## src/rtl/bmft_pkg.sv

```systemverilog
`timescale 1ns / 1ps
// Shared types and constants of the block-mapped flash translation unit.
package bmft_pkg;

   localparam int SECTOR_W  = 10;
   localparam int PADDR_W   = 11;
   localparam int ERASE_W   = 6;

   typedef enum logic [2:0] {
      CMD_READ     = 3'd0,
      CMD_PROGRAM  = 3'd1,
      CMD_COPY     = 3'd2,
      CMD_ERASE    = 3'd3,
      CMD_UNMAPPED = 3'd4,
      CMD_NOFREE   = 3'd5
   } cmd_type;

   typedef enum logic [3:0] {
      ST_CLEAR,
      ST_IDLE,
      ST_DIV,
      ST_CHECK,
      ST_MAPWAIT,
      ST_SCAN,
      ST_PWWAIT,
      ST_COPY,
      ST_ERASE
   } state_type;

endpackage

```

## src/rtl/bmft_sector_split.sv

```systemverilog
`timescale 1ns / 1ps
// Reciprocal-multiply split of a sector number into logical block and page offset.
module bmft_sector_split #(
   parameter int PAGES_PER_BLK = 32
) (
   input  logic                                 clock,
   input  logic                                 reset,
   input  logic                                 go,
   input  logic [bmft_pkg::SECTOR_W-1:0]        sector,
   output logic                                 done,
   output logic [bmft_pkg::SECTOR_W-1:0]        lbn,
   output logic [$clog2(PAGES_PER_BLK)-1:0]     off
);

   localparam int SW = bmft_pkg::SECTOR_W;
   localparam int OW = $clog2(PAGES_PER_BLK);
   localparam int SH = SW + OW;
   localparam int PW = 2 * SW + 1;
   // ceil(2^SH / PAGES_PER_BLK) gives an exact quotient for every SW-bit sector
   localparam logic [SW:0] RECIP =
      (SW + 1)'(((1 << SH) + PAGES_PER_BLK - 1) / PAGES_PER_BLK);
   localparam logic [SW-1:0] DIVISOR = SW'(PAGES_PER_BLK);

   logic                stage_ff, stage_in;
   logic                done_ff,  done_in;
   logic [SW-1:0]       sec_ff,   sec_in;
   logic [SW-1:0]       quot_ff,  quot_in;
   logic [OW-1:0]       rem_ff,   rem_in;
   logic [PW-1:0]       recip_prod;
   logic [PW-1:0]       quot_full;
   logic [SW-1:0]       back;
   logic [SW-1:0]       diff;

   always_comb begin
      recip_prod = PW'(sector) * PW'(RECIP);
      quot_full  = recip_prod >> SH;
      back       = quot_ff * DIVISOR;
      diff       = sec_ff - back;
      stage_in   = go;
      done_in    = stage_ff;
      sec_in     = sec_ff;
      quot_in    = quot_ff;
      rem_in     = rem_ff;
      if (go) begin
         sec_in  = sector;
         quot_in = quot_full[SW-1:0];
      end
      if (stage_ff) begin
         rem_in = diff[OW-1:0];
      end
   end

   always_ff @(posedge clock) begin
      if (reset) begin
         stage_ff <= 1'b0;
         done_ff  <= 1'b0;
      end else begin
         stage_ff <= stage_in;
         done_ff  <= done_in;
      end
      sec_ff  <= sec_in;
      quot_ff <= quot_in;
      rem_ff  <= rem_in;
   end

   assign done = done_ff;
   assign lbn  = quot_ff;
   assign off  = rem_ff;

endmodule

```

## src/rtl/block_mapped_flash_translation.sv

```systemverilog
`timescale 1ns / 1ps
// Top level of the block-mapped flash translation unit.
//
// Request channel: a transaction is taken when start is high and busy is low. It carries
// req_action (0 read, 1 write) and req_logical_sector. Each transaction gives one or more
// flash commands on the rsp_ ports, each valid for exactly one cycle while rsp_strobe is
// high; rsp_last marks the final one. The receiver cannot hold results off.
// After reset the unit sweeps its block map and written-page memory, one entry a cycle,
// with busy high, then accepts requests.
// One transaction is handled at a time. The sector is split by a reciprocal multiply,
// then the map memory is read through a registered port.
// Block out of range, read, or write to an empty page of a mapped block: one result.
// Write to an unmapped block: the free-block scan reads one bitmap word a cycle; the
// single result comes later the higher the index of the block taken, and last of all
// when no block is free.
// Overwrite: PAGES_PER_BLK copy/program commands then one erase, one per cycle.
// busy falls in the cycle the final result is driven; the next transaction may go then.
module block_mapped_flash_translation #(
   parameter int DATA_BLOCKS   = 32,
   parameter int PAGES_PER_BLK = 32
) (
   input  logic                               clock,
   input  logic                               reset,
   input  logic                               start,
   output logic                               busy,
   input  logic                               req_action,
   input  logic [bmft_pkg::SECTOR_W-1:0]      req_logical_sector,
   output logic                               rsp_strobe,
   output logic [2:0]                         rsp_command,
   output logic [bmft_pkg::PADDR_W-1:0]       rsp_source_page,
   output logic [bmft_pkg::PADDR_W-1:0]       rsp_target_page,
   output logic [bmft_pkg::ERASE_W-1:0]       rsp_erase_block,
   output logic [bmft_pkg::SECTOR_W-1:0]      rsp_spare_tag,
   output logic                               rsp_last
);

   localparam int BW = $clog2(DATA_BLOCKS + 1);
   localparam int LW = $clog2(DATA_BLOCKS);
   localparam int OW = $clog2(PAGES_PER_BLK);
   localparam int MW = BW + bmft_pkg::PADDR_W;
   localparam logic [BW-1:0] LAST_BLK = BW'(DATA_BLOCKS);
   localparam logic [OW-1:0] LAST_PG  = OW'(PAGES_PER_BLK - 1);
   localparam logic [bmft_pkg::SECTOR_W:0] DB_EXT = (bmft_pkg::SECTOR_W + 1)'(DATA_BLOCKS);
   localparam logic [bmft_pkg::PADDR_W-1:0] SPARE_BASE_RST =
      bmft_pkg::PADDR_W'(DATA_BLOCKS * PAGES_PER_BLK);

   // map word: valid flag on top of the physical block number
   logic [BW:0]              map_mem [DATA_BLOCKS];
   logic [PAGES_PER_BLK-1:0] pw_mem  [DATA_BLOCKS + 1];

   bmft_pkg::state_type               state_ff, state_in;
   logic [BW-1:0]                     clr_ff, clr_in;
   logic                              act_ff, act_in;
   logic [bmft_pkg::SECTOR_W-1:0]     sector_ff, sector_in;
   logic [BW-1:0]                     spare_ff, spare_in;
   logic [bmft_pkg::PADDR_W-1:0]      spare_base_ff, spare_base_in;
   logic [BW-1:0]                     old_ff, old_in;
   logic [bmft_pkg::PADDR_W-1:0]      old_base_ff, old_base_in;
   logic [PAGES_PER_BLK-1:0]          old_bits_ff, old_bits_in;
   logic [OW-1:0]                     pg_ff, pg_in;
   logic [BW-1:0]                     scan_ff, scan_in;
   logic [BW-1:0]                     chk_idx_ff, chk_idx_in;
   logic                              chk_vld_ff, chk_vld_in;

   logic                              rsp_strobe_ff, rsp_strobe_in;
   bmft_pkg::cmd_type                 rsp_command_ff, rsp_command_in;
   logic [bmft_pkg::PADDR_W-1:0]      rsp_src_ff, rsp_src_in;
   logic [bmft_pkg::PADDR_W-1:0]      rsp_tgt_ff, rsp_tgt_in;
   logic [bmft_pkg::ERASE_W-1:0]      rsp_ers_ff, rsp_ers_in;
   logic [bmft_pkg::SECTOR_W-1:0]     rsp_tag_ff, rsp_tag_in;
   logic                              rsp_last_ff, rsp_last_in;

   logic                              map_we;
   logic [LW-1:0]                     map_waddr;
   logic [BW:0]                       map_wdata;
   logic [BW:0]                       map_rd_ff;
   logic                              pw_we;
   logic [BW-1:0]                     pw_waddr;
   logic [PAGES_PER_BLK-1:0]          pw_wdata;
   logic [BW-1:0]                     pw_raddr;
   logic [PAGES_PER_BLK-1:0]          pw_rd_ff;

   logic                              div_kick_ff;
   logic                              div_done;
   logic [bmft_pkg::SECTOR_W-1:0]     lbn;
   logic [OW-1:0]                     off;
   logic [LW-1:0]                     lbn_idx;
   logic [PAGES_PER_BLK-1:0]          bit_mask;
   logic [BW-1:0]                     mul_blk;
   logic [MW-1:0]                     mul_full;
   logic [bmft_pkg::PADDR_W-1:0]      prod;

   bmft_sector_split #(
      .PAGES_PER_BLK (PAGES_PER_BLK)
   ) u_split (
      .clock  (clock),
      .reset  (reset),
      .go     (div_kick_ff),
      .sector (sector_ff),
      .done   (div_done),
      .lbn    (lbn),
      .off    (off)
   );

   assign lbn_idx  = lbn[LW-1:0];
   assign bit_mask = PAGES_PER_BLK'(1) << off;

   always_comb begin
      unique case (state_ff)
         bmft_pkg::ST_SCAN:    mul_blk = chk_idx_ff;
         bmft_pkg::ST_MAPWAIT: mul_blk = map_rd_ff[BW-1:0];
         default:              mul_blk = old_ff;
      endcase
      mul_full = MW'(mul_blk) * MW'(PAGES_PER_BLK);
      prod     = mul_full[bmft_pkg::PADDR_W-1:0];
   end

   always_comb begin
      state_in       = state_ff;
      clr_in         = clr_ff;
      act_in         = act_ff;
      sector_in      = sector_ff;
      spare_in       = spare_ff;
      spare_base_in  = spare_base_ff;
      old_in         = old_ff;
      old_base_in    = old_base_ff;
      old_bits_in    = old_bits_ff;
      pg_in          = pg_ff;
      scan_in        = scan_ff;
      chk_idx_in     = scan_ff;
      chk_vld_in     = (state_ff == bmft_pkg::ST_SCAN);
      rsp_strobe_in  = 1'b0;
      rsp_command_in = bmft_pkg::CMD_READ;
      rsp_src_in     = '0;
      rsp_tgt_in     = '0;
      rsp_ers_in     = '0;
      rsp_tag_in     = '0;
      rsp_last_in    = 1'b0;
      map_we         = 1'b0;
      map_waddr      = lbn_idx;
      map_wdata      = '0;
      pw_we          = 1'b0;
      pw_waddr       = old_ff;
      pw_wdata       = '0;
      pw_raddr       = scan_ff;

      unique case (state_ff)
         bmft_pkg::ST_CLEAR: begin
            pw_we     = 1'b1;
            pw_waddr  = clr_ff;
            map_we    = (clr_ff < LAST_BLK);
            map_waddr = LW'(clr_ff);
            if (clr_ff == LAST_BLK) begin
               state_in = bmft_pkg::ST_IDLE;
            end else begin
               clr_in = clr_ff + 1'b1;
            end
         end
         bmft_pkg::ST_IDLE: begin
            if (start) begin
               act_in    = req_action;
               sector_in = req_logical_sector;
               state_in  = bmft_pkg::ST_DIV;
            end
         end
         bmft_pkg::ST_DIV: begin
            // sector_ff loaded at acceptance; divider starts in the cycle after
            if (div_done) begin
               state_in = bmft_pkg::ST_CHECK;
            end
         end
         bmft_pkg::ST_CHECK: begin
            if ({1'b0, lbn} >= DB_EXT) begin
               rsp_strobe_in  = 1'b1;
               rsp_command_in = act_ff ? bmft_pkg::CMD_NOFREE : bmft_pkg::CMD_UNMAPPED;
               rsp_last_in    = 1'b1;
               state_in       = bmft_pkg::ST_IDLE;
            end else begin
               state_in = bmft_pkg::ST_MAPWAIT;
            end
         end
         bmft_pkg::ST_MAPWAIT: begin
            if (!act_ff) begin
               rsp_strobe_in = 1'b1;
               rsp_last_in   = 1'b1;
               if (map_rd_ff[BW]) begin
                  rsp_command_in = bmft_pkg::CMD_READ;
                  rsp_src_in     = prod + bmft_pkg::PADDR_W'(off);
               end else begin
                  rsp_command_in = bmft_pkg::CMD_UNMAPPED;
               end
               state_in = bmft_pkg::ST_IDLE;
            end else if (!map_rd_ff[BW]) begin
               scan_in  = '0;
               state_in = bmft_pkg::ST_SCAN;
            end else begin
               old_in   = map_rd_ff[BW-1:0];
               pw_raddr = map_rd_ff[BW-1:0];
               state_in = bmft_pkg::ST_PWWAIT;
            end
         end
         bmft_pkg::ST_SCAN: begin
            scan_in = (scan_ff == LAST_BLK) ? scan_ff : scan_ff + 1'b1;
            if (chk_vld_ff) begin
               if (chk_idx_ff != spare_ff && pw_rd_ff == '0) begin
                  map_we         = 1'b1;
                  map_wdata      = {1'b1, chk_idx_ff};
                  pw_we          = 1'b1;
                  pw_waddr       = chk_idx_ff;
                  pw_wdata       = bit_mask;
                  rsp_strobe_in  = 1'b1;
                  rsp_command_in = bmft_pkg::CMD_PROGRAM;
                  rsp_tgt_in     = prod + bmft_pkg::PADDR_W'(off);
                  rsp_tag_in     = sector_ff;
                  rsp_last_in    = 1'b1;
                  state_in       = bmft_pkg::ST_IDLE;
               end else if (chk_idx_ff == LAST_BLK) begin
                  rsp_strobe_in  = 1'b1;
                  rsp_command_in = bmft_pkg::CMD_NOFREE;
                  rsp_last_in    = 1'b1;
                  state_in       = bmft_pkg::ST_IDLE;
               end
            end
         end
         bmft_pkg::ST_PWWAIT: begin
            old_base_in = prod;
            if ((pw_rd_ff & bit_mask) == '0) begin
               pw_we          = 1'b1;
               pw_waddr       = old_ff;
               pw_wdata       = pw_rd_ff | bit_mask;
               rsp_strobe_in  = 1'b1;
               rsp_command_in = bmft_pkg::CMD_PROGRAM;
               rsp_tgt_in     = prod + bmft_pkg::PADDR_W'(off);
               rsp_tag_in     = sector_ff;
               rsp_last_in    = 1'b1;
               state_in       = bmft_pkg::ST_IDLE;
            end else begin
               old_bits_in = pw_rd_ff | bit_mask;
               pg_in       = '0;
               state_in    = bmft_pkg::ST_COPY;
            end
         end
         bmft_pkg::ST_COPY: begin
            rsp_strobe_in = 1'b1;
            rsp_tgt_in    = spare_base_ff + bmft_pkg::PADDR_W'(pg_ff);
            if (pg_ff == off) begin
               rsp_command_in = bmft_pkg::CMD_PROGRAM;
               rsp_tag_in     = sector_ff;
            end else begin
               rsp_command_in = bmft_pkg::CMD_COPY;
               rsp_src_in     = old_base_ff + bmft_pkg::PADDR_W'(pg_ff);
            end
            // old block's bitmap is cleared early; nothing reads it before the erase
            if (pg_ff == '0) begin
               pw_we    = 1'b1;
               pw_waddr = old_ff;
            end
            if (pg_ff == LAST_PG) begin
               state_in = bmft_pkg::ST_ERASE;
            end else begin
               pg_in = pg_ff + 1'b1;
            end
         end
         bmft_pkg::ST_ERASE: begin
            pw_we          = 1'b1;
            pw_waddr       = spare_ff;
            pw_wdata       = old_bits_ff;
            map_we         = 1'b1;
            map_wdata      = {1'b1, spare_ff};
            spare_in       = old_ff;
            spare_base_in  = old_base_ff;
            rsp_strobe_in  = 1'b1;
            rsp_command_in = bmft_pkg::CMD_ERASE;
            rsp_ers_in     = bmft_pkg::ERASE_W'(old_ff);
            rsp_last_in    = 1'b1;
            state_in       = bmft_pkg::ST_IDLE;
         end
         default: begin
            state_in = bmft_pkg::ST_IDLE;
         end
      endcase
   end

   // divider kick: in the cycle after acceptance, once sector_ff holds the request
   always_ff @(posedge clock) begin
      if (reset) begin
         div_kick_ff <= 1'b0;
      end else begin
         div_kick_ff <= (state_ff == bmft_pkg::ST_IDLE) && start;
      end
   end

   always_ff @(posedge clock) begin
      if (reset) begin
         state_ff      <= bmft_pkg::ST_CLEAR;
         clr_ff        <= '0;
         spare_ff      <= LAST_BLK;
         spare_base_ff <= SPARE_BASE_RST;
         chk_vld_ff    <= 1'b0;
         rsp_strobe_ff <= 1'b0;
      end else begin
         state_ff      <= state_in;
         clr_ff        <= clr_in;
         spare_ff      <= spare_in;
         spare_base_ff <= spare_base_in;
         chk_vld_ff    <= chk_vld_in;
         rsp_strobe_ff <= rsp_strobe_in;
      end
      act_ff         <= act_in;
      sector_ff      <= sector_in;
      old_ff         <= old_in;
      old_base_ff    <= old_base_in;
      old_bits_ff    <= old_bits_in;
      pg_ff          <= pg_in;
      scan_ff        <= scan_in;
      chk_idx_ff     <= chk_idx_in;
      rsp_command_ff <= rsp_command_in;
      rsp_src_ff     <= rsp_src_in;
      rsp_tgt_ff     <= rsp_tgt_in;
      rsp_ers_ff     <= rsp_ers_in;
      rsp_tag_ff     <= rsp_tag_in;
      rsp_last_ff    <= rsp_last_in;
   end

   always_ff @(posedge clock) begin
      if (map_we) begin
         map_mem[map_waddr] <= map_wdata;
      end
      map_rd_ff <= map_mem[lbn_idx];
   end

   always_ff @(posedge clock) begin
      if (pw_we) begin
         pw_mem[pw_waddr] <= pw_wdata;
      end
      pw_rd_ff <= pw_mem[pw_raddr];
   end

   assign busy            = (state_ff != bmft_pkg::ST_IDLE);
   assign rsp_strobe      = rsp_strobe_ff;
   assign rsp_command     = rsp_command_ff;
   assign rsp_source_page = rsp_src_ff;
   assign rsp_target_page = rsp_tgt_ff;
   assign rsp_erase_block = rsp_ers_ff;
   assign rsp_spare_tag   = rsp_tag_ff;
   assign rsp_last        = rsp_last_ff;

`ifndef SYNTH
   assert property (@(posedge clock) disable iff (reset)
      start && !busy |=> busy)
      else $error("accepted transaction did not raise busy");

   assert property (@(posedge clock) disable iff (reset)
      spare_ff <= LAST_BLK)
      else $error("spare block out of range");

   assert property (@(posedge clock) disable iff (reset)
      state_ff == bmft_pkg::ST_COPY |-> pg_ff <= LAST_PG)
      else $error("page counter past end of block");

   assert property (@(posedge clock) disable iff (reset)
      map_we && state_ff == bmft_pkg::ST_SCAN |-> map_wdata[BW-1:0] != spare_ff)
      else $error("free scan mapped the spare block");

   assert property (@(posedge clock) disable iff (reset)
      rsp_strobe && rsp_command == bmft_pkg::CMD_ERASE |-> rsp_last)
      else $error("erase not the final command of its transaction");
`endif

endmodule

```

## config.mk

```make
export PLATFORM = sky130hd
export DESIGN_NAME = block_mapped_flash_translation
export DESIGN_NICKNAME = d
export VERILOG_FILES = /design/src/rtl/bmft_pkg.sv /design/src/rtl/bmft_sector_split.sv /design/src/rtl/block_mapped_flash_translation.sv
export SDC_FILE = /design/constraint.sdc
export NUM_CORES = 2
export LEC_CHECK = 0
export BUFFER_PORTS_ARGS = -buffer_cell sky130_fd_sc_hd__buf_2
export CAP_MARGIN = 10
export CORE_MARGIN = 5
export CORE_UTILIZATION = 59
export DETAILED_ROUTE_END_ITERATION = 10
export PLACE_DENSITY_LB_ADDON = 0.15
export SETUP_SLACK_MARGIN = 0.4
export SYNTH_ARGS = -nofsm -noshare
export SYNTH_HDL_FRONTEND = slang
export SYNTH_HIERARCHICAL = 1
export SYNTH_SLANG_ARGS = --single-unit
```

## constraint.sdc

```tcl
create_clock -name clock -period 11.4 [get_ports clock]
set_clock_uncertainty 0.15 [all_clocks]
set_input_delay 2.28 -clock clock [delete_from_list [all_inputs] [get_ports clock]]
set_output_delay 2.28 -clock clock [all_outputs]
set_load 0.01 [all_outputs]
```

==> metrics.txt <==
max frequency 182.2 MHz; synth top area cells edfxtp_1 71%, nand2_1 5.4%, dfxtp_1 4.0%; wire length on met2 71.77 mm; Met1 Wirelength 58.04 mm; Leak Pwr 21.41 nW; vias per std cell about 6.5; initial antenna violation count 4; height of the die 322.7 µm; reg2reg start state_ff[2]; nets@finish 4097; CTS resizes 0; first-pass GRT wire length 223.8 mm; count of flip-flops with a built-in enable after synthesis 1361; reg-to-reg slack, setup 5.91 ns; Largest stage delay, worst path 0.77 ns; most frequent cells after synthesis 1361 x edfxtp_1, 829 x nand2_1, 228 x nand3_1, 191 x clkbuf_1, 114 x dfxtp_1; CP most frequent cell buf_4; Crit path required time 11.76 ns; CTS clock-pin slew for the worst setup and hold paths ~0.070 ns; Worst Setup SP state_ff[2]; die area 104200 µm²; Setup WS pre-CTS 6.024 ns; Top Metal Used met5; post-synth top area share 70.82%; Peak VDD IR approximately 170 µV; DRC Markers 0; Sink Count 1475; core area 96850 µm²; final hold vios 0; Setup CP Type flip-flop to flip-flop; Startpoint Class flip-flop; post-CTS setup buffer count 0; worst-margin pin slew 1.253 ns; type of the worst min-delay path flip-flop to flip-flop; Worst Hold Launch u_split/sec_ff[2]; die width 322.7 µm; largest net degree at the start of global routing 161; synth-to-layout area growth 12.19%; fin crit period approximately 5.5 ns; Gate Count Post-Synth 3993; worst skew pair latency 0.76 ns; crit path cell chain nor4b_2 -> a21oi_1 -> nor2_4 -> buf_4 -> buf_4 -> a31oi_1 -> a2111oi_0 -> nand4_1; Synth Cell Area 57710 µm²; main flop type after synthesis edfxtp_1; Root Buffer clkbuf_16; Final Cycle Share 48.15%; TritonCTS Buffers between 100 and 150; Detail Route Antenna Nets 0; RePlAce Congestion about 1; Layout Utilization 66.84%; FILL cells 6623; share of layout cells above drive strength 1 12.67%; Non-Filler Instances 5467; Core Rows 114; drt wl/cell 27.56 µm; CP Data Arrival Time 5.85 ns; # setup viols final 0; GRT Resource Usage Total between 20% and 30%; hold path depth 0; most common cell in the netlist edfxtp_1; FF+latch count, synth about 1500; RSZ-0062 raised after global routing false; CP top delay family simple AND/OR/NAND/NOR gates; setup TNS 0 ns; CTS Buffer Depth 3; sum of buffers and inverters on the critical path 2; metal3 WL 13.38 mm; cts hold-fix bufs 0; Critical Path Stages 8; Initial Utilization 59.58%; Detailed Route WL around 150 mm; asr flop ratio synth 0%; slowest CP cell buf_4; DR vias 35370; remaining global-route overflow 0; Pins Over Slew Limit 0; Cells after DPL 5199; H-tree levels 4; Avg Cell Area, Syn ~14 µm²; path depth of the worst reg2reg path 8; Distinct cells, synth 75; Pwr Density roughly 190 nW/µm²; Synth area leader edfxtp_1; final setup margin 5.911 ns; 1st-iter DRT viols 4957; Pre-Repair DR Iteration Count 8; maximum capacitance violations 0; status finished, final reports clean; Slew headroom 16.49%; CP Max Fanout 67; PortBufs 57; vias in the first global route 34130; io pins 58; CTS tree built; Seq/Total Area, Yosys 74.78%; final HPWL from detailed placement 88.26 mm; Worst setup EP type flip-flop; yosys warns 6
[final cells by class]
cell class	instances	area, µm²	area share, %
inverter	23	86.33	0.1334
antenna	1	2.502	0.003865
timing repair buffer	184	1356	2.095
tap	1276	1597	2.466
clock inverter	64	681.9	1.053
sequential	1475	43150	66.65
multi-input combinational	2247	13790	21.30
clock buffer	197	4075	6.295
[where the power goes]
group	internal [mW]	leakage (nW)	total [mW]	switching, mW
Sequential	6.34	11.6	6.50	0.158
Clock	2.82	2.32	4.78	1.96
Combinational	0.218	7.51	0.896	0.678
[flip-flops by register name, indices dropped and copies added, names as in the netlist, 7 cells and up]
register / cells
map_mem: 224
map_rd_ff: 7
old_bits_ff: 32
pw_mem: 1056
pw_rd_ff: 32
rsp_source_page: 11
rsp_spare_tag: 10
rsp_target_page: 11
sector_ff: 10
[layer usage]
| metal | global-route usage [%] | up-vias |
|---|---|---|
| met3 | 5.101 | 362 |
| met5 | 0 | - |
| met1 | 40.54 | 17650 |
| met2 | 45.66 | 1958 |
| li1 | - | 15400 |
| met4 | 12.92 | 2 |
[cells in the final DEF, fill, tap and decap left out, types with 14 or more instances in the layout]
| master | count |
|---|---|
| nand2_1 | 827 |
| a21o_1 | 32 |
| a32oi_1 | 28 |
| clkinv_1 | 24 |
| clkinv_2 | 18 |
| mux4_2 | 70 |
| and3_1 | 70 |
| mux2i_1 | 79 |
| o21ai_0 | 53 |
| clkbuf_16 | 154 |
| edfxtp_1 | 1361 |
| nor3_2 | 23 |
| inv_1 | 23 |
| a31oi_1 | 106 |
| a311oi_1 | 21 |
| nand4_1 | 89 |
| nor2b_1 | 52 |
| a21oi_1 | 86 |
| o22ai_1 | 30 |
| nand3_1 | 227 |
| dfxtp_1 | 114 |
| buf_2 | 58 |
| a2111oi_0 | 18 |
| buf_4 | 119 |
| clkbuf_1 | 37 |
| nor2_1 | 104 |
| a211oi_1 | 92 |
| bufinv_16 | 14 |
| a221o_1 | 33 |
[path summary, 6_finish.rpt]
check / to
setup / recovery: pw_rd_ff[20]
hold / removal: u_split/off[2]
setup reg to reg: pw_rd_ff[20]
hold reg to reg: u_split/off[2]
[stage by stage]
| step | hold WS [ns] | cell area, µm² | power [mW] |
|---|---|---|---|
| final | 0.2765 | 64740 | 12.18 |
| after global routing | 0.2831 | 64740 | 12.54 |
| after CTS | 0.2777 | 64580 | 12.21 |
| after detailed placement | 0.2677 | 59830 | 7.482 |
| after global placement | 0.2679 | 59820 | 7.462 |
| after floorplan | 0.1962 | 57720 | 7.044 |
[cell families after synthesis]
family / count (synthesis) / synth area share [%]
adder cells (fa/ha/maj): 7 / 0.1518
other: 1 / 0.006498
multiplexers: 160 / 4.317
XOR/XNOR: 23 / 0.3491
buffers and inverters: 275 / 1.869
AND/OR/NAND/NOR: 1501 / 11.85
AO/OA/AOI/OAI: 551 / 6.682
flip-flops: 1475 / 74.78
(Power assumes the default switching activity.)
